[src/tcr_pkg.sv]
// Shared types and constants of the touch controller command/report engine.
// No dependencies.
package tcr_pkg;

  localparam int IMG_BYTES = 12;   // bytes of the frame that a reply or report can set
  localparam int IDX_W     = 4;    // byte_index width
  localparam int IN_W      = 160;  // packed input item, byte aligned
  localparam int OUT_W     = 24;   // packed result item, byte aligned

  localparam logic [1:0] MODE_COMMAND  = 2'd0;
  localparam logic [1:0] MODE_REPORT   = 2'd1;
  localparam logic [1:0] MODE_TX_DONE  = 2'd2;

  localparam logic [1:0] STAT_OK       = 2'd0;
  localparam logic [1:0] STAT_BAD_LEN  = 2'd1;
  localparam logic [1:0] STAT_IGNORED  = 2'd2;

  localparam logic [7:0] CMD_VERSION   = 8'd0;
  localparam logic [7:0] CMD_RD_BASE   = 8'd1;
  localparam logic [7:0] CMD_RD_LPRESS = 8'd2;
  localparam logic [7:0] CMD_SAVE_BASE = 8'd3;
  localparam logic [7:0] CMD_WR_LPRESS = 8'd4;
  localparam logic [7:0] CMD_FW_UPDATE = 8'd5;
  localparam logic [7:0] CMD_SENSOR    = 8'd6;

  localparam logic [7:0] RPL_RD_BASE   = 8'd3;
  localparam logic [7:0] RPL_RD_LPRESS = 8'd4;
  localparam logic [7:0] RPL_SAVE_BASE = 8'd5;
  localparam logic [7:0] RPL_WR_LPRESS = 8'd7;
  localparam logic [7:0] RPL_FW_UPDATE = 8'd2;
  localparam logic [7:0] RPL_SENSOR    = 8'd8;

  localparam logic [7:0]  REPLY_MARK    = 8'h17;
  localparam logic [7:0]  FILL_BYTE     = 8'h5A;
  localparam logic [7:0]  REJECT_BYTE   = 8'hFF;
  localparam logic [15:0] SAVE_THRESH   = 16'd49;
  localparam logic [15:0] LPRESS_RESET  = 16'd1000;
  localparam logic [15:0] TIMEOUT_RESET = 16'd100;
  localparam logic [7:0]  MIN_WR_LEN    = 8'd3;

  // version reply, byte 0 in the lowest bits
  localparam logic [63:0] VERSION_IMG = 64'h0202_0001_0100_0202;

  typedef struct packed {
    logic                   load;    // frame changes with this item
    logic                   fill;    // frame is all FILL_BYTE
    logic [IMG_BYTES*8-1:0] img;     // bytes 0..11, higher bytes read zero
    logic [1:0]             status;
    logic                   attention;
    logic                   upd;
    logic                   sav;
  } desc_t;

endpackage

[src/tcr_front.sv]
// Front end: accepts items, runs commands and report builds against the
// stored settings, and emits one frame descriptor per item. Uses tcr_pkg.
module tcr_front #(
  parameter int FRAME_BYTES = 16
) (
  input  logic                  clk_i,
  input  logic                  rst_ni,
  input  logic                  in_valid_i,
  output logic                  in_ready_o,
  input  logic [1:0]            mode_i,
  input  logic [tcr_pkg::IN_W-1:0] data_i,
  input  logic                  cfg_valid_i,
  input  logic [15:0]           cfg_data_i,
  output logic                  push_o,
  output tcr_pkg::desc_t        desc_o,
  input  logic                  full_i
);
  import tcr_pkg::*;

  logic [7:0]  code, flen;
  logic [15:0] set_value, base_now, chan_now, prox_now, gest_now, sens0, sens1;
  logic [23:0] payload;
  logic        save_acc;

  assign code      = data_i[7:0];
  assign flen      = data_i[15:8];
  assign set_value = data_i[31:16];
  assign payload   = data_i[55:32];
  assign base_now  = data_i[71:56];
  assign chan_now  = data_i[87:72];
  assign prox_now  = data_i[103:88];
  assign gest_now  = data_i[119:104];
  assign sens0     = data_i[135:120];
  assign sens1     = data_i[151:136];
  assign save_acc  = data_i[152];

  logic [15:0] baseline_q, baseline_d, lpress_q, lpress_d;
  logic [15:0] timeout_q, timeout_d, tload_q;
  logic        save_pend_q, save_pend_d, dirty_a_q, dirty_a_d, dirty_b_q, dirty_b_d;
  logic        waiting_q, waiting_d, attn_q, attn_d;

  logic        accept, len_bad;
  logic [16:0] diff;
  logic [15:0] diff_abs;

  assign in_ready_o = !full_i;
  assign accept     = in_valid_i && in_ready_o;
  assign push_o     = accept;
  assign len_bad    = (flen == 8'd0) || (flen > 8'(FRAME_BYTES));
  assign diff       = {1'b0, base_now} - {1'b0, baseline_q};
  assign diff_abs   = diff[16] ? (baseline_q - base_now) : diff[15:0];

  function automatic logic [IMG_BYTES*8-1:0] reply(input logic [7:0] rc, input logic [7:0] st,
                                                   input logic [15:0] w);
    reply = {56'd0, w, REPLY_MARK, st, rc};
  endfunction

  always_comb begin
    baseline_d  = baseline_q;
    lpress_d    = lpress_q;
    save_pend_d = save_pend_q;
    dirty_a_d   = dirty_a_q;
    dirty_b_d   = dirty_b_q;
    waiting_d   = waiting_q;
    timeout_d   = timeout_q;
    attn_d      = attn_q;
    desc_o      = '0;
    desc_o.status = STAT_OK;
    case (mode_i)
      MODE_COMMAND: begin
        if (len_bad) begin
          desc_o.status = STAT_BAD_LEN;
        end else begin
          desc_o.load = 1'b1;
          case (code)
            CMD_VERSION:   desc_o.img = {32'd0, VERSION_IMG};
            CMD_RD_BASE:   desc_o.img = reply(RPL_RD_BASE, 8'd0, baseline_q);
            CMD_RD_LPRESS: desc_o.img = reply(RPL_RD_LPRESS, 8'd0, lpress_q);
            CMD_SAVE_BASE: begin
              save_pend_d = 1'b1;
              desc_o.img  = reply(RPL_SAVE_BASE, 8'd0, 16'd0);
            end
            CMD_WR_LPRESS: begin
              if (flen < MIN_WR_LEN) begin
                desc_o.load   = 1'b0;
                desc_o.status = STAT_BAD_LEN;
              end else if (set_value == 16'd0) begin
                desc_o.img = reply(RPL_WR_LPRESS, REJECT_BYTE, 16'd0);
              end else begin
                lpress_d   = set_value;
                dirty_a_d  = 1'b1;
                dirty_b_d  = 1'b1;
                desc_o.img = reply(RPL_WR_LPRESS, 8'd0, 16'd0);
              end
            end
            CMD_FW_UPDATE: begin
              desc_o.upd = 1'b1;
              desc_o.img = reply(RPL_FW_UPDATE, 8'd0, 16'd0);
            end
            CMD_SENSOR: desc_o.img = {56'd0, sens1, sens0, RPL_SENSOR};
            default: begin
              desc_o.load   = 1'b0;
              desc_o.status = STAT_IGNORED;
            end
          endcase
        end
      end
      MODE_REPORT: begin
        desc_o.load = 1'b1;
        desc_o.img  = {gest_now, prox_now, chan_now, base_now, payload, code};
        if (save_pend_q) begin
          if (diff_abs > SAVE_THRESH) begin
            desc_o.sav = 1'b1;
            if (save_acc) baseline_d = base_now;
          end
          save_pend_d = 1'b0;
        end
        waiting_d = 1'b1;
        timeout_d = tload_q;
        attn_d    = 1'b1;
      end
      MODE_TX_DONE: begin
        desc_o.load = 1'b1;
        desc_o.fill = 1'b1;
        waiting_d   = 1'b0;
        timeout_d   = 16'd0;
        attn_d      = 1'b0;
      end
      default: desc_o.status = STAT_IGNORED;
    endcase
    desc_o.attention = attn_d;
  end

  always_ff @(posedge clk_i or negedge rst_ni) begin
    if (!rst_ni) begin
      baseline_q  <= 16'd0;
      lpress_q    <= LPRESS_RESET;
      save_pend_q <= 1'b0;
      dirty_a_q   <= 1'b0;
      dirty_b_q   <= 1'b0;
      waiting_q   <= 1'b0;
      timeout_q   <= 16'd0;
      attn_q      <= 1'b0;
      tload_q     <= TIMEOUT_RESET;
    end else begin
      if (accept) begin
        baseline_q  <= baseline_d;
        lpress_q    <= lpress_d;
        save_pend_q <= save_pend_d;
        dirty_a_q   <= dirty_a_d;
        dirty_b_q   <= dirty_b_d;
        waiting_q   <= waiting_d;
        timeout_q   <= timeout_d;
        attn_q      <= attn_d;
      end
      if (cfg_valid_i) tload_q <= cfg_data_i;
    end
  end

endmodule

[src/tcr_queue.sv]
// Two-entry descriptor queue between front and back end. Uses tcr_pkg.
module tcr_queue (
  input  logic           clk_i,
  input  logic           rst_ni,
  input  logic           push_i,
  input  tcr_pkg::desc_t desc_i,
  output logic           full_o,
  input  logic           pop_i,
  output logic           valid_o,
  output tcr_pkg::desc_t desc_o
);
  import tcr_pkg::*;

  desc_t      mem_q [2];
  logic       wptr_q, rptr_q;
  logic [1:0] cnt_q;

  assign full_o  = cnt_q[1];
  assign valid_o = cnt_q != 2'd0;
  assign desc_o  = mem_q[rptr_q];

  always_ff @(posedge clk_i) begin
    if (push_i) mem_q[wptr_q] <= desc_i;
  end

  always_ff @(posedge clk_i or negedge rst_ni) begin
    if (!rst_ni) begin
      wptr_q <= 1'b0;
      rptr_q <= 1'b0;
      cnt_q  <= 2'd0;
    end else begin
      if (push_i) wptr_q <= !wptr_q;
      if (pop_i)  rptr_q <= !rptr_q;
      cnt_q <= cnt_q + 2'(push_i) - 2'(pop_i);
    end
  end

endmodule

[src/tcr_back.sv]
// Back end: holds the current transmit frame and sends it one byte per cycle, while
// out_ready_i is high, for each descriptor. Uses tcr_pkg.
module tcr_back #(
  parameter int FRAME_BYTES = 16
) (
  input  logic                   clk_i,
  input  logic                   rst_ni,
  input  logic                   q_valid_i,
  input  tcr_pkg::desc_t         desc_i,
  output logic                   pop_o,
  output logic                   out_valid_o,
  input  logic                   out_ready_i,
  output logic                   out_last_o,
  output logic [tcr_pkg::OUT_W-1:0] out_data_o
);
  import tcr_pkg::*;

  localparam int EMIT = (FRAME_BYTES < 16) ? FRAME_BYTES : 16;
  localparam logic [IDX_W-1:0] LAST_IDX = IDX_W'(EMIT - 1);

  logic                   active_q, fill_q, attn_q, upd_q, sav_q;
  logic [IDX_W-1:0]       idx_q;
  logic [IMG_BYTES*8-1:0] img_q;
  logic [1:0]             status_q;
  logic                   beat;
  logic [7:0]             byte_val;

  assign out_valid_o = active_q;
  assign out_last_o  = idx_q == LAST_IDX;
  assign beat        = active_q && out_ready_i;
  assign pop_o       = q_valid_i && (!active_q || (out_ready_i && out_last_o));

  always_comb begin
    if (fill_q)                               byte_val = FILL_BYTE;
    else if (idx_q < IDX_W'(IMG_BYTES))       byte_val = img_q[{idx_q, 3'b000} +: 8];
    else                                      byte_val = 8'd0;
  end

  assign out_data_o = {7'd0, sav_q, upd_q, attn_q, byte_val, idx_q, status_q};

  always_ff @(posedge clk_i or negedge rst_ni) begin
    if (!rst_ni) begin
      active_q <= 1'b0;
      idx_q    <= '0;
      fill_q   <= 1'b1;
    end else if (pop_o) begin
      active_q <= 1'b1;
      idx_q    <= '0;
      if (desc_i.load) fill_q <= desc_i.fill;
    end else if (beat) begin
      if (out_last_o) active_q <= 1'b0;
      else            idx_q    <= idx_q + 1'b1;
    end
  end

  always_ff @(posedge clk_i) begin
    if (pop_o) begin
      status_q <= desc_i.status;
      attn_q   <= desc_i.attention;
      upd_q    <= desc_i.upd;
      sav_q    <= desc_i.sav;
      if (desc_i.load) img_q <= desc_i.img;
    end
  end

endmodule

[src/touch_i2c_command_report_engine.sv]
// Flow: with the back end idle, an item that is taken is written into the descriptor queue
// and then popped into the back end's frame registers, which offer the first byte of its frame.
// Throughput: min(FRAME_BYTES,16) bytes per item, one byte per cycle while tready is high;
// the front takes a new item while the back still sends, up to two queued descriptors.
// Reset: asynchronous, active low; frame reads all 0x5A, baseline 0, long-press 1000,
// report timeout load 100, queue empty. No clearing pass.
module touch_i2c_command_report_engine #(
  parameter int FRAME_BYTES = 16
) (
  input  logic                      clk_i,
  input  logic                      rst_ni,
  input  logic                      s_axis_tvalid,
  output logic                      s_axis_tready,
  // code[7:0] frame_length[15:8] set_value[31:16] event_payload[55:32]
  // baseline_now[71:56] channel_now[87:72] proximity_now[103:88] gesture_now[119:104]
  // sensor_first[135:120] sensor_second[151:136] save_accepted[152], zero to 159
  input  logic [tcr_pkg::IN_W-1:0]  s_axis_tdata,
  input  logic [1:0]                s_axis_tuser,   // mode[1:0]
  output logic                      m_axis_tvalid,
  input  logic                      m_axis_tready,
  // status[1:0] byte_index[5:2] frame_byte[13:6] attention[14]
  // update_request[15] save_request[16], zero to 23
  output logic [tcr_pkg::OUT_W-1:0] m_axis_tdata,
  output logic                      m_axis_tlast,
  input  logic                      cfg_valid_i,
  output logic                      cfg_ready_o,
  input  logic [15:0]               cfg_data_i    // report_timeout_load
);
  import tcr_pkg::*;

  desc_t push_desc, pop_desc;
  logic  push, full, pop, q_valid;

  assign cfg_ready_o = 1'b1;

  tcr_front #(.FRAME_BYTES(FRAME_BYTES)) u_front (
    .clk_i, .rst_ni,
    .in_valid_i  (s_axis_tvalid),
    .in_ready_o  (s_axis_tready),
    .mode_i      (s_axis_tuser),
    .data_i      (s_axis_tdata),
    .cfg_valid_i (cfg_valid_i),
    .cfg_data_i  (cfg_data_i),
    .push_o      (push),
    .desc_o      (push_desc),
    .full_i      (full)
  );

  tcr_queue u_queue (
    .clk_i, .rst_ni,
    .push_i  (push),
    .desc_i  (push_desc),
    .full_o  (full),
    .pop_i   (pop),
    .valid_o (q_valid),
    .desc_o  (pop_desc)
  );

  tcr_back #(.FRAME_BYTES(FRAME_BYTES)) u_back (
    .clk_i, .rst_ni,
    .q_valid_i   (q_valid),
    .desc_i      (pop_desc),
    .pop_o       (pop),
    .out_valid_o (m_axis_tvalid),
    .out_ready_i (m_axis_tready),
    .out_last_o  (m_axis_tlast),
    .out_data_o  (m_axis_tdata)
  );

endmodule

[config.mk]
export PLATFORM = sky130hd
export DESIGN_NAME = touch_i2c_command_report_engine
export DESIGN_NICKNAME = d
export VERILOG_FILES = /design/src/tcr_pkg.sv /design/src/tcr_front.sv /design/src/tcr_queue.sv /design/src/tcr_back.sv /design/src/touch_i2c_command_report_engine.sv
export SDC_FILE = /design/constraint.sdc
export NUM_CORES = 1
export LEC_CHECK = 0
export BUFFER_PORTS_ARGS = -buffer_cell sky130_fd_sc_hd__buf_2
export CORE_ASPECT_RATIO = 0.6
export CORE_MARGIN = 2
export CORE_UTILIZATION = 40
export DETAILED_ROUTE_END_ITERATION = 8
export HOLD_SLACK_MARGIN = 0.08
export PLACE_DENSITY = 0.59
export RECOVER_POWER = 25
export SLEW_MARGIN = 0
export SYNTH_ARGS = -nofsm -noshare
export SYNTH_HDL_FRONTEND = slang
export SYNTH_HIERARCHICAL = 1
export SYNTH_SLANG_ARGS = --single-unit
[constraint.sdc]
create_clock -name clk_i -period 7.7 [get_ports clk_i]
set_input_delay 2.31 -clock clk_i [delete_from_list [all_inputs] [get_ports clk_i]]
set_output_delay 2.31 -clock clk_i [all_outputs]
set_load 0.03 [all_outputs]
==> results of run 1 <==
stage by stage:
step	setup slack [ps]	hold WS (ps)	utilization (%)
2_1_floorplan	1790	473	-
3_3_place_gp	1460	489	43.6
3_5_place_dp	1340	499	43.6
4_1_cts	1880	513	46.2
5_1_grt	1410	528	45.6
6_report	1720	511	45.6
cell families (layout without fill, tap and decap cells):
logic type | after synthesis | in the layout | share of synthesized area [%]
AO/OA/AOI/OAI | 259 | 259 | 9.80
XOR/XNOR | 12 | 12 | 0.706
buffers and inverters | 134 | 306 | 4.26
flip-flops | 351 | 351 | 60.7
adder cells (fa/ha/maj) | 40 | 40 | 3.03
multiplexers | 160 | 160 | 12.7
other | 2 | 8 | 0.0441
AND/OR/NAND/NOR | 271 | 271 | 8.74
flip-flops by register name, indices dropped and copies added, names as in the netlist:
register             cells
u_queue/mem_q          206
u_back/img_q            96
u_front/baseline_q      16
u_front/lpress_q        16
u_back/idx_q             4
u_back/status_q          2
u_queue/cnt_q            2
u_back/attn_q            1
u_back/fill_q            1
u_back/out_valid_o       1
u_back/sav_q             1
u_back/upd_q             1
u_front/attn_q           1
u_front/save_pend_q      1
u_queue/rptr_q           1
u_queue/wptr_q           1
where the power goes:
part	leakage, nW	internal [mW]	switching (mW)
clock network	0.532	0.929	0.721
logic	3.16	0.532	0.859
registers	3.36	2.41	0.103
total	7.06	3.87	1.68
synthesized netlist by cell type (all sizes together) (3+ instances only):
cell / n / area share, %
clkbuf: 36 / 0.79
nand4: 6 / 0.22
a221o: 3 / 0.18
dfrtp: 37 / 5.4
a31oi: 3 / 0.11
xor2: 7 / 0.36
a221oi: 4 / 0.35
dfstp: 7 / 1.1
o22ai: 7 / 0.26
ha: 38 / 2.8
nor3: 31 / 1.1
nand2: 52 / 1.2
a21o: 7 / 0.32
a21oi: 96 / 2.9
or4: 17 / 0.75
a22oi: 4 / 0.18
inv: 48 / 1.1
nand3: 24 / 0.71
or3: 3 / 0.11
a222oi: 14 / 0.82
nor2b: 12 / 0.44
and3: 9 / 0.36
mux2: 136 / 10
mux4: 12 / 1.7
a2111oi: 8 / 0.49
nor2: 38 / 0.95
nor4: 6 / 0.22
o21ai: 72 / 2.1
o211ai: 5 / 0.28
and2: 65 / 2.4
buf: 50 / 2.4
o21bai: 3 / 0.13
o31ai: 4 / 0.18
nand2b: 5 / 0.18
a211oi: 5 / 0.22
xnor2: 4 / 0.21
edfxtp: 307 / 54
mux2i: 12 / 0.71
a22o: 8 / 0.41
layout make-up:
cell class / count / area, um^2
clock inverter: 19 / 163
inverter: 48 / 180
sequential: 351 / 10300
timing repair buffer: 197 / 1030
fill: 3838 / 22800
multi-input combinational: 750 / 5800
tap: 570 / 713
clock buffer: 42 / 923
critical path, cell delays in order:
cell and delay (ps):
buf_2 160, inv_1 90, ha_1 160, inv_1 50
fa_1 390, a21o_1 200, a221o_1 520, a21oi_4 350
nand2_4 180, mux2i_1 240, xor2_1 310, a311o_1 1020
nor3_1 130, nor2_1 180
how the worst max path moves through the flow:
stage          cells past startpoint                  startpoint                            endpoint
6_report                          14            s_axis_tdata[56]       u_queue/mem_q[1][0]$_DFFE_PP_
5_1_grt                            4  u_queue/rptr_q$_DFFE_PN0P_           u_back/fill_q$_DFFE_PN1P_
4_1_cts                           14            s_axis_tdata[56]       u_queue/mem_q[0][0]$_DFFE_PP_
3_5_place_dp                      14            s_axis_tdata[56]       u_queue/mem_q[1][0]$_DFFE_PP_
3_3_place_gp                      14            s_axis_tdata[56]  u_front/baseline_q[10]$_DFFE_PN0P_
2_1_floorplan                      3               s_axis_tvalid       u_queue/mem_q[0][0]$_DFFE_PP_
per-layer routing:
layer	share of wire (%)	track usage (%)	vias up
li1	-	-	4961
met1	47	30.8	5517
met2	42	29.8	415
met3	8.5	5.57	80
met4	2.7	5.93	0
met5	0	0	-
==> results.toml, run 1 <==
[clocking]
cts_hold_buf = 0
cts_sinks = 351
clk_latency_ps = 530
cts_root_buf = "clkbuf_16"
h-tree-depth = 2
clkSlewWorstSetupHoldPaths_ps = 60
cts_setup_buffers = 0
cts_tree = "yes"
cts_buffers = 35
cts_resized = 0
cts_buffer_depth = 3

[floorplan]
num_rows = 58
die_area_um2 = 44300
die_h_um = 164
start_util_pct = 40.6
die_width_um = 270
core_um2 = 41900
boundaryPins = 211

[global_route]
grt_max_degree = 104
antenna_found_initial = 0
first_global_vias = 10600
grt_pass1_wl_um = 67700
groute.usage.overall_pct = 20.8
grt_overflow = 0

[finish]
syn2layout_area_growth_pct = 12.4
mostFrequentLayoutCells = "307 x edfxtp_1, 175 x buf_2, 95 x a21oi_1, 75 x mux2_2, 68 x o21ai_0"
final_common_cell = "edfxtp_1"
n_antenna_cell = 0
stdcell_count = 1977
nets = 1606
layout-drive-gt1-share_pct = 25.7
final_cell_area_um2 = 19100

[synthesis]
ys_types = 75
ys.flop_type = "edfxtp_1"
ys_seq_area_share_pct = 60.7
synthArstFlopShare_pct = 12.5
syn_area_um2 = 17000
postSynthCellCount = 1229
synth-edff-count = 307
avgSynthCellArea_um2 = 13.8
ys_warn_count = 6
synth_seq_cells = 351

[sta]
relSlewSlack_pct = -96.0
min_period_over_period_pct = 77.6
rsz0062_at_grt = "false"
setup_viol = 0
fin_skew_ps = 17.6
drv_slew = 186
fin_setup_tns_ps = 0
hold_viol_final = 0
period_needed_ps = 5980
worst_slew_pin_slew_ps = 2940
max_freq_mhz = 167

[pwr]
powerDensity_nw_per_um2 = 290
peakVddDrop_uv = 264
power.leakage_nw = 7.06
p_total_mw = 5.55

[worst_setup_path]
cp.required_ps = 8030
arrival_ps = 6310
r2r_setup_slack_ps = 1990
startpoint_type = "input pin"
rr_endpoint = "u_back/fill_q$_DFFE_PN1P_"
timing.rr.start = "u_queue/rptr_q$_DFFE_PN0P_"
crit_type = "in2reg"
reg2reg_depth = 4
endpoint_kind = "register"
crit_fanout = 33

[run_status]
status = "finished with violations"
violations = "capacitance limit, slew limit"

[min_path]
min_to = "u_front/lpress_q[1]$_DFFE_PN0P_"
hp-start = "u_front/lpress_q[1]$_DFFE_PN0P_"
whs_path_depth = 1
hold_path_class = "reg2reg"

[placed_design]
place_area_um2 = 18300
io_buffers = 178
dp_hpwl_um = 33200
dp_cells = 1916
gp_congestion = 0.940

[route]
wirelength_um = 46700
vias = 11000
postRouteAntennaNets = 0
drt_iter0_drc = 1149
vias_per_cell = 5.55
dr.pass1.iters = 6
drc = 0
wl_per_cell_um = 23.6

[run]
drv_cap = 4
Power figures use the tool's default switching activity.
==> run 2, diff against run 1 <==
--- a/config.mk
+++ b/config.mk
@@ -5,13 +5,14 @@
 export SDC_FILE = /design/constraint.sdc
 export NUM_CORES = 1
 export LEC_CHECK = 0
+export ABC_AREA = 1
 export BUFFER_PORTS_ARGS = -buffer_cell sky130_fd_sc_hd__buf_2
 export CORE_ASPECT_RATIO = 0.6
 export CORE_MARGIN = 2
 export CORE_UTILIZATION = 40
 export DETAILED_ROUTE_END_ITERATION = 8
 export HOLD_SLACK_MARGIN = 0.08
-export PLACE_DENSITY = 0.59
+export PLACE_DENSITY = 0.58
 export RECOVER_POWER = 25
 export SLEW_MARGIN = 0
 export SYNTH_ARGS = -nofsm -noshare
==> constraint.sdc (replaced) <==
create_clock -name clk_i -period 6.25 [get_ports clk_i]
set_input_delay 1.875 -clock clk_i [delete_from_list [all_inputs] [get_ports clk_i]]
set_output_delay 1.875 -clock clk_i [all_outputs]
set_load 0.03 [all_outputs]
==> run 2 against run 1 <==
Effect of this change: the flow still finishes with violations (capacitance limit, slew limit); area after synthesis grew 3.0%; highest routed layer is now met5; first-iteration DRC count up 0.44%; final area increased by 4.0%; sequential share of layout area down 2.1 points; die area increased by 3.0%; setup slack lost 230 ps; register-to-register slack worse by 490 ps.
==> results.toml, run 2 <==
[run_status]
status = "finished with violations"
violations = "capacitance limit, slew limit"

[synthesis]
synth_seq_cells = 351
muxShareOfSynthArea_pct = 1.03
synth_top_family_by_area = "simple AND/OR/NAND/NOR gates"
yosysMostFrequentCell = "nand2_1"
synth_area_leader_cell = "edfxtp_1"
synth-edff-count = 307
postSynthCellCount = 1824
ys_top_cells_by_count = "526 x nand2_1, 313 x inv_1, 307 x edfxtp_1"
synthAdderAreaFrac_pct = 2.94
synthSimpleGateAreaFrac_pct = 18.2
ys.flop_type = "edfxtp_1"
ys_seq_area_share_pct = 58.9
synthXorXnorAreaFrac_pct = 0.599
ys_warn_count = 6
synth_compound_area_share_pct = 8.07
synth_top_cell_area_share_pct = 52.6
ys_types = 53
yosys-top-cells-area = "edfxtp_1 53%, nand2_1 11%, inv_1 6.7%"
synthArstFlopShare_pct = 12.5
avgSynthCellArea_um2 = 9.61
syn_area_um2 = 17500

[global_route]
first_global_vias = 11800
grt_overflow = 0
grt_use_met1_pct = 31.9
grt.busiest_layer = "met1"
use_met2_pct = 27.1
grt_max_degree = 86
groute.usage.overall_pct = 20.0
antenna_found_initial = 11
grt_pass1_wl_um = 69500
grt_util_met3_pct = 4.51

[sta]
max_freq_mhz = 210
relSlewSlack_pct = -93.9
fin_skew_ps = 16.6
setup_viol = 0
drv_slew = 225
min_period_over_period_pct = 76.0
hold_viol_final = 0
rsz0062_at_grt = "false"
fin_ws_ps = 1500
fin_setup_tns_ps = 0
worst_slew_pin_slew_ps = 2910
period_needed_ps = 4750

[finish]
finish.utilization_pct = 46.0
syn2layout_area_growth_pct = 13.4
mostFrequentLayoutCells = "526 x nand2_1, 312 x inv_1, 307 x edfxtp_1, 172 x buf_2, 151 x o21ai_0"
layout-drive-gt1-share_pct = 15.0
nets = 2200
final_common_cell = "nand2_1"
reg_top3 = "u_queue/mem_q: 206 flops, u_back/img_q: 96 flops"
regMostFlops = "u_queue/mem_q"
largest_register_ffs = 206

[min_path]
hp-start = "u_front/baseline_q[15]$_DFFE_PN0P_"
hold_path_class = "reg2reg"
min_to = "u_front/baseline_q[15]$_DFFE_PN0P_"
whs_path_depth = 2

[clocking]
cts_root_buf = "clkbuf_16"
cts_resized = 0
clkSlewWorstSetupHoldPaths_ps = 60
clk_latency_ps = 530
h-tree-depth = 2
cts_sinks = 351
cts_buffers = 37
cts_hold_buf = 0
cts_tree = "yes"
cts_buffer_depth = 3
cts_setup_buffers = 0

[route]
wirelength_um = 46100
postRouteAntennaNets = 0
drc = 0
vias_per_cell = 4.91
vias = 12700
wl_per_cell_um = 17.8
drt_iter0_drc = 1154
dr.pass1.iters = 6

[worst_setup_path]
crit_start = "u_queue/rptr_q$_DFFE_PN0P_"
endpoint_kind = "register"
cp.required_ps = 6360
rr_endpoint = "u_back/img_q[12]$_DFFE_PP_"
reg2reg_depth = 2
crit_buf_inv = 1
cp_slowest_cell = "clkbuf_1"
cp_slowest_stage_delay_ps = 2140
crit_chain = "clkbuf_1, o21ai_0"
crit_fanout = 80
startpoint_type = "register"
r2r_setup_slack_ps = 1500
crit_type = "reg2reg"
timing.rr.start = "u_queue/rptr_q$_DFFE_PN0P_"
crit_family = "buffers and inverters"
arrival_ps = 4860

[placed_design]
post-place-ws_ps = 1140
dp_hpwl_um = 32600
gp_congestion = 0.885
io_buffers = 178

[pwr]
peakVddDrop_uv = 158
powerDensity_nw_per_um2 = 412
power.leakage_nw = 8.99

[floorplan]
core_um2 = 43300
start_util_pct = 40.5
die_width_um = 274
die_area_um2 = 45600
num_rows = 59
die_h_um = 166
boundaryPins = 211

[run]
drv_cap = 4
==> run 2: area by class of cell <==
cell class	instances	area, um^2
repair buffers	191	996
multi-input cells	1075	5370
clock buffers	50	1020
inverters	321	1210
diodes	6	15.0
clock inverters	16	229
well taps	579	724
fillers	4128	23400
flip-flops and latches	351	10300
==> run 2: layer usage <==
metal  wire [um]  vias to the layer above
li1            -                     6230
met1       23000                     5991
met2       18800                      405
met3        3460                       68
met4         832                        8
met5          51                        -
==> run 2: cells by family after synthesis <==
logic type,after synthesis
other cells,2
simple gates,763
flops,351
buf+inv,404
mux,16
xor+xnor,12
compound gates,236
fa+ha+maj,40
==> run 2: power by group <==
part           switching, mW  internal (mW)  total [mW]  leakage, nW
Clock                  0.897           1.39        2.29        0.609
Sequential             0.191           3.06        3.26         3.41
Combinational           1.90          0.762        2.66         4.97
==> run 2: per-stage QoR <==
step	cell area [um^2]	power, mW	hold WS (ps)	instances
5_1_grt	19900	8.74	504	2587
3_3_place_gp	18800	5.97	460	2517
6_report	19900	8.20	472	2589
4_1_cts	20000	8.32	477	2583
3_5_place_dp	18800	6.01	463	2517
2_1_floorplan	17600	5.30	442	1830
==> run 2: worst reg2reg max path, stage by stage, from the launching register on <==
cell	delay (ps)
dfrtp_1	1550
clkbuf_1	2160
o21ai_0	630
==> run 2: worst max path at each step <==
stage / slack (ps) / cells past startpoint / end
3_3_place_gp: 1170 / 20 / u_front/baseline_q[15]$_DFFE_PN0P_
6_report: 1500 / 2 / u_back/img_q[12]$_DFFE_PP_
5_1_grt: 820 / 2 / u_back/img_q[12]$_DFFE_PP_
3_5_place_dp: 1140 / 20 / u_front/baseline_q[0]$_DFFE_PN0P_
2_1_floorplan: 950 / 4 / u_queue/mem_q[0][0]$_DFFE_PP_
4_1_cts: 1690 / 20 / u_front/baseline_q[0]$_DFFE_PN0P_
==> run 3, diff against run 2 <==
--- a/config.mk
+++ b/config.mk
@@ -12,7 +12,7 @@
 export CORE_UTILIZATION = 40
 export DETAILED_ROUTE_END_ITERATION = 8
 export HOLD_SLACK_MARGIN = 0.08
-export PLACE_DENSITY = 0.58
+export PLACE_DENSITY = 0.61
 export RECOVER_POWER = 25
 export SLEW_MARGIN = 0
 export SYNTH_ARGS = -nofsm -noshare
==> constraint.sdc (replaced) <==
create_clock -name clk_i -period 4.18 [get_ports clk_i]
set_input_delay 1.254 -clock clk_i [delete_from_list [all_inputs] [get_ports clk_i]]
set_output_delay 1.254 -clock clk_i [all_outputs]
set_load 0.03 [all_outputs]
==> run 3 against run 2 <==
Effect of this change: the flow still finishes with violations (capacitance limit, slew limit); clock power is 48% higher; via count is 0.91% higher; final area is 1.5% higher; non-clock buffer count is 34 higher; sequential share of layout area is 0.76 points lower; clock skew is 5.5 ps lower; die area stayed put; global-route usage is 0.15 points higher; first-iteration DRC count is 7.4% higher; sequential cell count stayed put; utilization is 0.68 points higher; total power is 52% higher; critical path type is now reg2out; largest cell class unchanged.
==> results.toml, run 3 (same netlist as run 2, synthesis figures left out) <==
[run_status]
status = "finished with violations"
violations = "capacitance limit, slew limit"

[global_route]
grt_use_met1_pct = 32.2
antenna_found_initial = 4
use_met2_pct = 28.0
grt.busiest_layer = "met1"
first_global_vias = 12000
grt_overflow = 0
grt_max_degree = 157
groute.usage.overall_pct = 20.2
grt_pass1_wl_um = 70000
grt_util_met3_pct = 3.83

[finish]
reg_top3 = "u_queue/mem_q: 206 flops, u_back/img_q: 96 flops"
mostFrequentLayoutCells = "526 x nand2_1, 312 x inv_1, 307 x edfxtp_1, 175 x buf_2, 152 x o21ai_0"
syn2layout_area_growth_pct = 15.1
stdcell_count = 2621
final_common_cell = "nand2_1"
nets = 2234
finish.utilization_pct = 46.7
largest_register_ffs = 206
layout-drive-gt1-share_pct = 16.7
regMostFlops = "u_queue/mem_q"
final_cell_area_um2 = 20200

[floorplan]
boundaryPins = 211
die_width_um = 274
num_rows = 59
die_h_um = 166
core_um2 = 43300
die_area_um2 = 45600
start_util_pct = 40.5

[clocking]
cts_sinks = 351
clk_latency_ps = 530
cts_root_buf = "clkbuf_16"
cts_resized = 0
cts_setup_buffers = 0
cts_buffers = 37
clkSlewWorstSetupHoldPaths_ps = 60
cts_hold_buf = 0
cts_buffer_depth = 3
h-tree-depth = 2
cts_tree = "yes"

[sta]
relSlewSlack_pct = -44.0
rsz0062_at_grt = "false"
hold_viol_final = 0
setup_viol = 0
hold-worst-slack_ps = 486
fin_setup_tns_ps = 0
period_needed_ps = 3730
worst_slew_pin_slew_ps = 2160
drv_slew = 117
fin_skew_ps = 11.0
min_period_over_period_pct = 89.1
fin_ws_ps = 455
max_freq_mhz = 268

[route]
postRouteAntennaNets = 0
drt_iter0_drc = 1239
dr.pass1.iters = 5
wl_per_cell_um = 17.8
drc = 0
wirelength_um = 46700
vias = 12800
vias_per_cell = 4.89

[placed_design]
place_area_um2 = 19000
dp_cells = 2551
io_buffers = 178
gp_congestion = 0.921
dp_hpwl_um = 33400
post-place-ws_ps = 117

[worst_setup_path]
crit_type = "reg2out"
r2r_setup_slack_ps = 1130
cp_slowest_stage_delay_ps = 500
cp_slowest_cell = "inv_1"
timing.rr.start = "u_front/baseline_q[1]$_DFFE_PN0P_"
arrival_ps = 2470
crit_chain = "inv_1, buf_4, nand3_1, nand2_1, nand2_1, nand2_1, nand2_1, nor2_1, buf_2"
endpoint_kind = "output pin"
worst_path_most_repeated_cell = "nand2_1"
cp.required_ps = 2930
reg2reg_depth = 15
startpoint_type = "register"
crit_fanout = 14
rr_endpoint = "u_front/baseline_q[12]$_DFFE_PN0P_"

[pwr]
peakVddDrop_uv = 288
p_total_mw = 12.4
powerDensity_nw_per_um2 = 616
power.leakage_nw = 9.18

[run]
drv_cap = 3

[min_path]
min_to = "u_front/baseline_q[15]$_DFFE_PN0P_"
whs_path_depth = 2
hp-start = "u_front/baseline_q[15]$_DFFE_PN0P_"
hold_path_class = "reg2reg"
[run 3: where the power goes]
part	switching, mW	internal (mW)
Sequential	0.281	4.58
Clock	1.36	2.04
Combinational	2.91	1.28
Total	4.55	7.89
[run 3: routing by layer]
metal  vias to the layer above  routed length, um  part of all wire, %
met5                         -                 21                0.045
met4                         4                865                  1.9
met3                        69               3490                  7.5
met2                       397              19000                   41
met1                      6040              23300                   50
li1                       6307                  -                    -
[run 3: worst max-delay path by stage]
stage / startpoint / to / slack [ps] / cells after the start
finish: u_back/idx_q[1]$_DFFE_PN0P_ / m_axis_tdata[8] / 450 / 9
detailed placement: s_axis_tdata[56] / u_front/baseline_q[12]$_DFFE_PN0P_ / 120 / 18
global route: u_back/idx_q[1]$_DFFE_PN0P_ / m_axis_tdata[6] / 290 / 9
floorplan: s_axis_tvalid / u_queue/mem_q[1][0]$_DFFE_PP_ / 150 / 4
CTS: u_back/idx_q[2]$_DFFE_PN0P_ / m_axis_tdata[13] / 410 / 6
global placement: s_axis_tdata[56] / u_front/baseline_q[13]$_DFFE_PN0P_ / 180 / 18
[run 3: area by class of cell]
class | count | area [um^2]
fillers | 4151 | 23100
clock inverters | 15 | 186
multi-input cells | 1075 | 5360
clock buffers | 53 | 1070
diodes | 2 | 5.00
repair buffers | 225 | 1300
flip-flops and latches | 351 | 10300
inverters | 321 | 1210
well taps | 579 | 724
[run 3: worst max-delay path, delay by kind of cell (launching register included)]
kind	cells	cell delay, ps
simple gates	6	550
flops	1	370
buf+inv	3	1010
